## src/rtl/ffp_pkg.sv

```systemverilog
// ----------------------------------------------------------------------------
// ffp_pkg
// shared types and constants for the first-fit two-resource packer
// ----------------------------------------------------------------------------
package ffp_pkg;

	localparam int MAX_BINS  = 64;
	localparam int BIN_AW    = $clog2(MAX_BINS);
	localparam int CNT_W     = $clog2(MAX_BINS + 1);
	localparam int IDX_W     = 6;
	localparam int OPEN_W    = 7;
	localparam int CAP_W     = 16;
	localparam int S_TDATA_W = 40;
	localparam int M_TDATA_W = 16;

	typedef enum logic {
		OP_LOAD  = 1'b0,
		OP_PLACE = 1'b1
	} op_t;

	typedef enum logic [1:0] {
		ST_LOADED    = 2'd0,
		ST_PLACED    = 2'd1,
		ST_TOO_LARGE = 2'd2,
		ST_NO_BIN    = 2'd3
	} status_t;

	typedef enum logic [1:0] {
		S_IDLE,
		S_SCAN,
		S_DONE
	} eng_state_t;

	typedef struct packed {
		logic [CAP_W-1:0] weight;
		logic [CAP_W-1:0] volume;
	} cap_t;

	typedef struct packed {
		op_t              op;
		logic [IDX_W-1:0] bin_index;
		cap_t             cap;
	} item_t;

	typedef struct packed {
		status_t           status;
		logic [IDX_W-1:0]  chosen_bin;
		logic [OPEN_W-1:0] bins_opened;
	} result_t;

	typedef struct packed {
		logic              en;
		logic [BIN_AW-1:0] addr;
		cap_t              data;
	} mem_wr_t;

endpackage

```

## src/rtl/first_fit_two_resource_packer.sv

```systemverilog
// ----------------------------------------------------------------------------
// first_fit_two_resource_packer
// first-fit bin packing over weight and volume with a 64-entry capacity store
// ----------------------------------------------------------------------------
// results: a load goes straight to the result state; a package is first scanned
//   over the bins opened so far and the next one, and each result then passes the output register
// items: one item at a time, the next taken only after the result has left the
//   engine; the scan makes one store read per cycle
// reset: bin counts cleared; bin capacities undefined until loaded
module first_fit_two_resource_packer (
	input  logic                            clk,
	input  logic                            arst_n,
	input  logic                            s_axis_tvalid,
	output logic                            s_axis_tready,
	input  logic [ffp_pkg::S_TDATA_W-1:0]   s_axis_tdata,  // bin_index, weight, volume
	input  logic                            s_axis_tuser,  // operation
	output logic                            m_axis_tvalid,
	input  logic                            m_axis_tready,
	output logic [ffp_pkg::M_TDATA_W-1:0]   m_axis_tdata,  // chosen_bin, bins_opened
	output logic [1:0]                      m_axis_tuser   // status
);
	import ffp_pkg::*;

	item_t             item;
	result_t           eng_res, out_q;
	logic              eng_res_valid, eng_res_ready;
	logic              out_vld_q;
	mem_wr_t           mem_wr;
	logic              mem_re;
	logic [BIN_AW-1:0] mem_raddr;
	cap_t              mem_rdata;

	assign item.op         = op_t'(s_axis_tuser);
	assign item.bin_index  = s_axis_tdata[IDX_W-1:0];
	assign item.cap.weight = s_axis_tdata[IDX_W +: CAP_W];
	assign item.cap.volume = s_axis_tdata[IDX_W+CAP_W +: CAP_W];

	ffp_engine u_engine (
		.clk       (clk),
		.arst_n    (arst_n),
		.in_valid  (s_axis_tvalid),
		.in_ready  (s_axis_tready),
		.in_item   (item),
		.res_valid (eng_res_valid),
		.res_ready (eng_res_ready),
		.res       (eng_res),
		.mem_wr    (mem_wr),
		.mem_re    (mem_re),
		.mem_raddr (mem_raddr),
		.mem_rdata (mem_rdata)
	);

	ffp_mem u_mem (
		.clk     (clk),
		.wr      (mem_wr),
		.rd_en   (mem_re),
		.rd_addr (mem_raddr),
		.rd_data (mem_rdata)
	);

	// output register
	assign eng_res_ready = !out_vld_q || m_axis_tready;

	always_ff @(posedge clk or negedge arst_n) begin
		if (!arst_n) begin
			out_vld_q <= 1'b0;
		end else if (eng_res_ready) begin
			out_vld_q <= eng_res_valid;
		end
	end

	always_ff @(posedge clk) begin
		if (eng_res_valid && eng_res_ready) begin
			out_q <= eng_res;
		end
	end

	assign m_axis_tvalid = out_vld_q;
	assign m_axis_tuser  = out_q.status;
	assign m_axis_tdata  = {(M_TDATA_W - IDX_W - OPEN_W)'(0), out_q.bins_opened,
	                        out_q.chosen_bin};

	// a placed package lands in an opened bin
	assert property (@(posedge clk) disable iff (!arst_n)
		m_axis_tvalid && m_axis_tuser == ST_PLACED |->
			OPEN_W'(m_axis_tdata[IDX_W-1:0]) < m_axis_tdata[IDX_W +: OPEN_W])
		else $error("placed bin not below opened count");

	// no bin left always reports bin zero
	assert property (@(posedge clk) disable iff (!arst_n)
		m_axis_tvalid && m_axis_tuser == ST_NO_BIN |-> m_axis_tdata[IDX_W-1:0] == '0)
		else $error("no-bin result with nonzero bin");

	// a rejected package names the next unopened bin
	assert property (@(posedge clk) disable iff (!arst_n)
		m_axis_tvalid && m_axis_tuser == ST_TOO_LARGE |->
			OPEN_W'(m_axis_tdata[IDX_W-1:0]) == m_axis_tdata[IDX_W +: OPEN_W])
		else $error("too-large result not at the next bin");

	// input is taken only with no result pending in the engine
	assert property (@(posedge clk) disable iff (!arst_n)
		s_axis_tready |-> !eng_res_valid)
		else $error("input ready while a result is pending");

endmodule

```

## src/rtl/ffp_mem.sv

```systemverilog
// ----------------------------------------------------------------------------
// ffp_mem
// bin capacity store, one write and one registered read port
// ----------------------------------------------------------------------------
module ffp_mem (
	input  logic                     clk,
	input  ffp_pkg::mem_wr_t         wr,
	input  logic                     rd_en,
	input  logic [ffp_pkg::BIN_AW-1:0] rd_addr,
	output ffp_pkg::cap_t            rd_data
);
	import ffp_pkg::*;

	cap_t mem_q [MAX_BINS];

	always_ff @(posedge clk) begin
		if (wr.en) begin
			mem_q[wr.addr] <= wr.data;
		end
	end

	always_ff @(posedge clk) begin
		if (rd_en) begin
			rd_data <= mem_q[rd_addr];
		end
	end

endmodule

```

## src/rtl/ffp_engine.sv

```systemverilog
// ----------------------------------------------------------------------------
// ffp_engine
// load and first-fit scan sequencer, read-modify-write on the capacity store
// ----------------------------------------------------------------------------
module ffp_engine (
	input  logic                       clk,
	input  logic                       arst_n,
	input  logic                       in_valid,
	output logic                       in_ready,
	input  ffp_pkg::item_t             in_item,
	output logic                       res_valid,
	input  logic                       res_ready,
	output ffp_pkg::result_t           res,
	output ffp_pkg::mem_wr_t           mem_wr,
	output logic                       mem_re,
	output logic [ffp_pkg::BIN_AW-1:0] mem_raddr,
	input  ffp_pkg::cap_t              mem_rdata
);
	import ffp_pkg::*;

	eng_state_t       state_q, state_d;
	logic [CNT_W-1:0] opened_q, loaded_q;
	logic [CNT_W-1:0] rd_idx_q;
	logic [CNT_W-1:0] chk_idx_s1;
	logic             chk_vld_s1;
	cap_t             pkg_q;
	result_t          res_q;

	logic             accept, is_load, load_ok;
	logic [CNT_W-1:0] load_idx;
	logic             fits, is_new, no_bin, hit, term;

	assign accept   = in_valid && in_ready;
	assign is_load  = (in_item.op == OP_LOAD);
	assign load_idx = CNT_W'(in_item.bin_index);
	assign load_ok  = (load_idx < CNT_W'(MAX_BINS));

	// compare stage on the registered read
	assign fits   = (mem_rdata.weight >= pkg_q.weight) && (mem_rdata.volume >= pkg_q.volume);
	assign is_new = (chk_idx_s1 == opened_q);
	assign no_bin = is_new && (opened_q >= loaded_q);
	assign hit    = chk_vld_s1 && !no_bin && fits;
	assign term   = chk_vld_s1 && (hit || is_new);

	assign mem_re    = (state_q == S_SCAN);
	assign mem_raddr = BIN_AW'(rd_idx_q);
	assign res       = res_q;

	always_comb begin
		mem_wr = '0;
		if (accept && is_load && load_ok) begin
			mem_wr.en   = 1'b1;
			mem_wr.addr = BIN_AW'(load_idx);
			mem_wr.data = in_item.cap;
		end else if (hit) begin
			mem_wr.en          = 1'b1;
			mem_wr.addr        = BIN_AW'(chk_idx_s1);
			mem_wr.data.weight = mem_rdata.weight - pkg_q.weight;
			mem_wr.data.volume = mem_rdata.volume - pkg_q.volume;
		end
	end

	always_ff @(posedge clk or negedge arst_n) begin
		if (!arst_n) begin
			state_q <= S_IDLE;
		end else begin
			state_q <= state_d;
		end
	end

	always_comb begin
		state_d   = state_q;
		in_ready  = 1'b0;
		res_valid = 1'b0;
		unique case (state_q)
			S_IDLE: begin
				in_ready = 1'b1;
				if (in_valid) begin
					state_d = is_load ? S_DONE : S_SCAN;
				end
			end
			S_SCAN: begin
				if (term) begin
					state_d = S_DONE;
				end
			end
			S_DONE: begin
				res_valid = 1'b1;
				if (res_ready) begin
					state_d = S_IDLE;
				end
			end
			default: state_d = S_IDLE;
		endcase
	end

	// bin counts and scan pipeline valid
	always_ff @(posedge clk or negedge arst_n) begin
		if (!arst_n) begin
			opened_q   <= '0;
			loaded_q   <= '0;
			chk_vld_s1 <= 1'b0;
		end else begin
			chk_vld_s1 <= (state_q == S_SCAN) && !term && (rd_idx_q <= opened_q);
			if (accept && is_load && load_ok) begin
				if (load_idx == '0) begin
					opened_q <= '0;
					loaded_q <= CNT_W'(1);
				end else if (load_idx + CNT_W'(1) > loaded_q) begin
					loaded_q <= load_idx + CNT_W'(1);
				end
			end
			if (hit && is_new) begin
				opened_q <= chk_idx_s1 + CNT_W'(1);
			end
		end
	end

	always_ff @(posedge clk) begin
		chk_idx_s1 <= rd_idx_q;
		if (accept) begin
			pkg_q    <= in_item.cap;
			rd_idx_q <= '0;
			if (is_load) begin
				res_q.status     <= ST_LOADED;
				res_q.chosen_bin <= in_item.bin_index;
				if (load_ok && load_idx == '0) begin
					res_q.bins_opened <= '0;
				end else begin
					res_q.bins_opened <= OPEN_W'(opened_q);
				end
			end
		end else if (state_q == S_SCAN) begin
			rd_idx_q <= rd_idx_q + CNT_W'(1);
		end
		if (term) begin
			priority if (hit) begin
				res_q.status      <= ST_PLACED;
				res_q.chosen_bin  <= IDX_W'(chk_idx_s1);
				res_q.bins_opened <= is_new ? OPEN_W'(chk_idx_s1 + CNT_W'(1))
				                            : OPEN_W'(opened_q);
			end else if (no_bin) begin
				res_q.status      <= ST_NO_BIN;
				res_q.chosen_bin  <= '0;
				res_q.bins_opened <= OPEN_W'(opened_q);
			end else begin
				res_q.status      <= ST_TOO_LARGE;
				res_q.chosen_bin  <= IDX_W'(chk_idx_s1);
				res_q.bins_opened <= OPEN_W'(opened_q);
			end
		end
	end

endmodule
```

## config.mk

```make
export PLATFORM = sky130hd
export DESIGN_NAME = first_fit_two_resource_packer
export DESIGN_NICKNAME = d
export VERILOG_FILES = /design/src/rtl/ffp_pkg.sv /design/src/rtl/first_fit_two_resource_packer.sv /design/src/rtl/ffp_mem.sv /design/src/rtl/ffp_engine.sv
export SDC_FILE = /design/constraint.sdc
export NUM_CORES = 2
export LEC_CHECK = 0
export BUFFER_PORTS_ARGS = -buffer_cell sky130_fd_sc_hd__buf_4
export CORE_MARGIN = 5
export CORE_UTILIZATION = 55
export DETAILED_ROUTE_END_ITERATION = 7
export HOLD_SLACK_MARGIN = 0.15
export PLACE_DENSITY = 0.78
export SLEW_MARGIN = 20
export SYNTH_ARGS = -nofsm -noshare
export SYNTH_HDL_FRONTEND = slang
export SYNTH_SLANG_ARGS = --single-unit
```

## constraint.sdc

```tcl
create_clock -name clk -period 7.1 [get_ports clk]
set_input_delay 0.355 -clock clk [delete_from_list [all_inputs] [get_ports clk]]
set_output_delay 0.355 -clock clk [all_outputs]
set_load 0.02 [all_outputs]
```

## Word level (Yosys, flattened, before mapping)

Memories as Yosys holds them, arrays and structs flattened. A register that Yosys moved wholly into a read port is not among the register bits.
Index checks and enable logic that the tools add are counted.

| storage, ports and cells | value |
|---|---|
| bits in read-only memories | 0 |
| bits in latches | 0 |
| memories | 1 |
| output and inout bits | 20 |
| bits of input ports | 45 |
| memory bits (writable) | 2,048 |
| register bits | 94 |

| operators by class | value |
|---|---|
| $add $sub $neg | 5 |
| $lt $le $gt $ge | 6 |
| mux-type cells | 23 |
| equal/unequal tests | 7 |
| multiply operators | 0 |
| shift operators | 0 |
| reductions and logical operators | 28 |
| div/mod/pow operators | 0 |
| bitwise logic cells | 1 |

Memory list:

| memory | words | width | read ports | clocked after memory_dff | write ports | RTL line | text |
|---|---|---|---|---|---|---|---|
| u_mem.mem_q | 64 | 32 | 1 | 1 | 1 | ffp_mem.sv:14 | `cap_t mem_q [MAX_BINS];` |

Operators with widths:

| cell | count |
|---|---|
| $mux W39 | 2 |
| $mux W15 | 4 |
| $mux W7 | 7 |
| $ge A16 B16 Y1 | 2 |
| $sub A16 B16 Y16 | 2 |
| $add A7 B1 Y7 const B | 2 |
| $mux W14 | 1 |
| $logic_and A1 B1 Y1 | 13 |
| $mux W2 | 4 |
| $reduce_bool A2 Y1 | 4 |
| $add A6 B1 Y7 const B | 1 |
| $eq A7 B7 Y1 | 1 |
| $ge A7 B7 Y1 | 1 |
| $gt A7 B7 Y1 | 1 |
| $le A7 B7 Y1 | 1 |
| $logic_not A7 Y1 | 1 |
| $lt A6 B7 Y1 const B | 1 |
| $pmux W2 S3 | 1 |
| $reduce_and A2 Y1 | 3 |
| $mux W1 | 4 |
| $ne A2 B1 Y1 const B | 2 |
| $ne A2 B2 Y1 const B | 2 |
| $logic_not A1 Y1 | 3 |
| $reduce_and A3 Y1 | 1 |
| 5 further kinds | 6 |

## Logic depth before layout (Yosys ltp)

| depth | value |
|---|---|
| word-level depth | 10 |
| mapped depth | 14 |
| gate-level depth less buffers | 12 |

## Cells and area by module

A second synthesis with hierarchy kept.

| unflattened totals | value |
|---|---|
| cell total of the unflattened synthesis | 3,932 |
| area total of the unflattened synthesis | 84,969.0 µm² |

By module, submodules not included:

| module | instances | cells an instance | area an instance (µm²) |
|---|---|---|---|
| ffp_mem | 1 | 3,324 | 78,835.6 |
| ffp_engine | 1 | 585 | 5,602.9 |
| first_fit_two_resource_packer | 1 | 23 | 530.5 |

## Worst setup path before layout

No wires, ideal clock.

| path | value |
|---|---|
| kind | flip-flop to flip-flop |
| from | register u_engine.pkg_q[16] (netlist name) |
| to | memory u_mem.mem_q[0][20] (netlist name) (data pin) |
| buffers on the path | 3 |
| cell stages (with the launch flop) | 13 |
| data arrival time | 4.807 ns |
| slack | 1.575 ns |
| path through | edfxtp_1 -> ha_1 -> inv_1 -> fa_1 -> a21o_1 -> a21oi_1 -> a2111o_1 -> nand3_1 -> nand4_4 -> buf_8 -> buf_12 -> buf_2 -> o31ai_1 |

RTL lines:

| element | RTL line | text |
|---|---|---|
| from (decl) | ffp_engine.sv:26 | `cap_t pkg_q;` |
| from (signal assigned) | ffp_engine.sv:122 | `pkg_q <= in_item.cap;` |
| to (decl) | ffp_mem.sv:14 |  |

## Worst setup path in the final report

| path | value |
|---|---|
| from | register, netlist name u_mem.rd_data[0] |
| to | memory u_mem.mem_q[18][17] (netlist name), enable pin |

| on the way | value |
|---|---|
| cells in the longest elaborated chain, start to end | 7 |

Ends and longest elaborated chain:

| element | RTL line | text |
|---|---|---|
| $ge A16 B16 Y1 (*) | ffp_engine.sv:39 | `assign fits = (mem_rdata.weight >= pkg_q.weight) && (mem_rdata.volume >= pkg_q.volume);` |
| $logic_and A1 B1 Y1 (*) | ffp_engine.sv:39 |  |
| $logic_and A1 B1 Y1 (*) | ffp_engine.sv:42 | `assign hit = chk_vld_s1 && !no_bin && fits;` |
| $mux W39 (*) | ffp_engine.sv:55 | `end else if (hit) begin` |
| $mux W39 (*) | ffp_engine.sv:51 | `if (accept && is_load && load_ok) begin` |
| $mux W1 | ffp_mem.sv:17 | `if (wr.en) begin` |
| $mux W1 (not written as such) | ffp_mem.sv:18 | `mem_q[wr.addr] <= wr.data;` |

Mark *: on every way between the ends. The rest lies on a longest branch, timed or not.

==> impl_metrics.toml <==
[drt]
vias = 41500
drc = 0
routed_wirelength_um = 213000
ant_nets = 0
drtPass1Iterations = 5
drt_iter0_drc = 6466
routedWlPerCell_um = 34.9
viasPerCell = 6.82

[global_routing]
use_met3_pct = 5.16
grt_pass1_wl_um = 300000
grt_pass1_vias = 41900
grt-ovfl-total = 0
grt_busiest_layer = "met2"
met1_usage_pct = 34.8
antenna_found_initial = 15
met2_usage_pct = 43.2
grt_max_degree = 109
grtUsageTotal_pct = 25.6

[clocking]
clock_path_buffers = 3
clk_pin_slew_ns = 0.06
cts_max_level = 4
cts_sinks = 2174
clk_latency_ns = 0.84
numCtsBuffers = 203
cts_root_buf = "clkbuf_16"
cts_tree = "done"

[die]
start_util_pct = 55.2
coreArea_um2 = 154000
dieArea_um2 = 162000
die_w_um = 403
ios = 65
rows = 144
die_h_um = 403

[power_and_ir_drop]
seqPwrFrac_pct = 44.4
intPower_mw = 25.2
power_density_nw_per_um2 = 370
leakagePower_nw = 29.9
pwr-share-clk_pct = 30.0
pwr-share-comb_pct = 25.6
ir_drop_mv = 0.310
switchingPower_mw = 10.5
sw_frac_of_total_pct = 29.3

[yosys]
yosysTopAreaCellShare_pct = 75.8
synth.area.top_cells = "edfxtp_1, mux4_2, ha_1"
syn-mean-instance-area_um2 = 23.3
ys_types = 70
synthTopCellsByCount = "edfxtp_1, mux4_2, clkbuf_1"
syn_area_um2 = 84900
async_reset_ff_share_pct = 0.828
synth_flop_cell = "edfxtp_1"
yosysTopAreaCell = "edfxtp_1"
yosys_warnings = 0
yosysMostFrequentCell = "edfxtp_1"
yosysSeqAreaShare_pct = 76.6
ys_ff_latch = 2174
synth_edf_count = 2142
syn-instance-count = 3637

[timing]
hold_viol = 0
slew_headroom_pct = 19.8
period_needed_ns = 5.54
worst_pin_slew_ns = 1.20
slew_viol_final = 0
rsz0062_at_grt = "no"
setup_viol = 0
min_period_over_period_pct = 78.0
finClkSkew_ns = 0.0539
setup_ws_ns = 1.56
fmax_mhz = 181
tns_ns = 0
timing.hold.ws_ns = 0.268

[critical_path]
worstPathArrival_ns = 5.98
critPathLaunchType = "flip-flop"
criticalPathCategory = "flip-flop to flip-flop"
cp_max_fo = 32
end_kind = "flip-flop"
cp.required_ns = 7.54

[run]
drv_cap = 0

[worst_hold_path]
holdCritPathClass = "primary input to flip-flop"

[layout]
drive_gt1_share_pct = 31.0
final_util_pct = 62.7
final_nets = 3982
fill_cells = 9481
area_delta_synth_final_pct = 13.4

[place]
place_ws_ns = 1.76
port-buffer-count = 59
place_congestion = 0.877
hpwl_um = 111000

[run_status]
status = "finished, final reports clean"
-- placed cells by master, fill, tap and decap left out, types with 23 or more instances in the layout --
cell / synthesis / final
nor2_4: 0 / 64
dlygate4sd3_1: 0 / 44
clkinv_2: 0 / 36
mux4_2: 672 / 672
clkinv_1: 0 / 45
nand2_1: 66 / 66
clkbuf_16: 0 / 203
nor2_1: 102 / 38
ha_1: 57 / 57
xnor2_1: 29 / 29
inv_1: 60 / 60
a21oi_1: 35 / 35
edfxtp_1: 2142 / 2142
buf_4: 5 / 144
o21ai_0: 26 / 23
clkbuf_1: 123 / 50
-- per-layer routing --
layer,up-vias,share of wire (%)
li1,16000,-
met1,21900,35
met2,3175,52
met3,421,10
met4,4,2.7
met5,-,0.012
-- power groups by stage --
stage | combinational (mW) | sequential, mW | clock, mW
6_report | 9.12 | 15.8 | 10.7
5_1_grt | 9.61 | 15.8 | 11.4
4_1_cts | 9.02 | 15.8 | 10.7
3_5_place_dp | 8.75 | 16.1 | 0
3_3_place_gp | 8.50 | 16.1 | 0
2_1_floorplan | 6.06 | 15.9 | 0
-- cell families (layout without fill, tap and decap cells) --
kind of cell	Yosys count	in the layout	share of synthesized area [%]
flip-flops	2174	2174	76.6
multiplexers	674	674	17.9
AND/OR/NAND/NOR	263	263	1.46
buffers and inverters	248	658	1.24
AO/OA/AOI/OAI	170	170	1.42
adder cells (fa/ha/maj)	59	59	0.887
XOR/XNOR	48	48	0.513
other	1	4	0.00442
-- layout make-up --
type	count	area, um2	share of cell area [%]
sequential	2174	65100	67.6
multi-input combinational	1217	19700	20.4
clock buffer	256	5310	5.51
tap	2044	2560	2.66
timing repair buffer	222	2340	2.43
clock inverter	120	1130	1.17
inverter	60	225	0.234
antenna	1	2.50	0.00260
-- flip-flops by register name, indices dropped and copies added (netlist names), 7 cells and up --
register	count
u_mem.mem_q	2048
u_engine.res	15
u_engine.opened_q	7
u_engine.chk_idx_s1	7
u_engine.pkg_q	32
u_mem.rd_data	32
u_engine.loaded_q	7
u_engine.rd_idx_q	7
m_axis_tdata	13
-- worst paths after layout --
| kind | endpoint | start | slack, ns | cells after the start |
|---|---|---|---|---|
| max | u_mem.mem_q[18][17] | u_mem.rd_data[0] | 1.56 | 13 |
| max in group asynchronous | u_engine.opened_q[2] | arst_n | 5.73 | 3 |
| max reg2reg | u_mem.mem_q[18][17] | u_mem.rd_data[0] | 1.56 | 13 |
| min reg2reg | u_engine.chk_idx_s1[6] | u_engine.rd_idx_q[6] | 0.38 | 0 |
| min in group asynchronous | u_engine.state_q[0] | arst_n | 0.77 | 3 |
| min | u_engine.pkg_q[24] | s_axis_tdata[14] | 0.27 | 2 |
-- stage by stage --
stage	cell area (um2)	cells	total power, mW
floorplan	84900	3639	22.0
global placement	88800	5650	24.6
detailed placement	89200	5667	24.8
CTS	96100	6087	35.6
global route	96300	6093	36.8
finish	96300	6094	35.6
-- critical path, cell delays in order, from the launching register on --
cell	delay [ns]
edfxtp_1	0.37
inv_1	0.07
ha_1	0.18
inv_1	0.06
fa_1	0.42
a21o_1	0.18
a21oi_1	0.42
a211oi_1	0.13
nand4b_1	0.44
nand4_4	0.40
buf_4	0.43
o31ai_1	0.25
nand2b_1	0.63
nor2_4	1.10
-- repair_timing --
action,CTS,global route
setup endpoints to repair,0,0
hold buffers,44,0
buffers inserted,0,0
gates resized for setup,0,0
endpoints found under the hold margin,66,0
(Power assumes the default switching activity.)
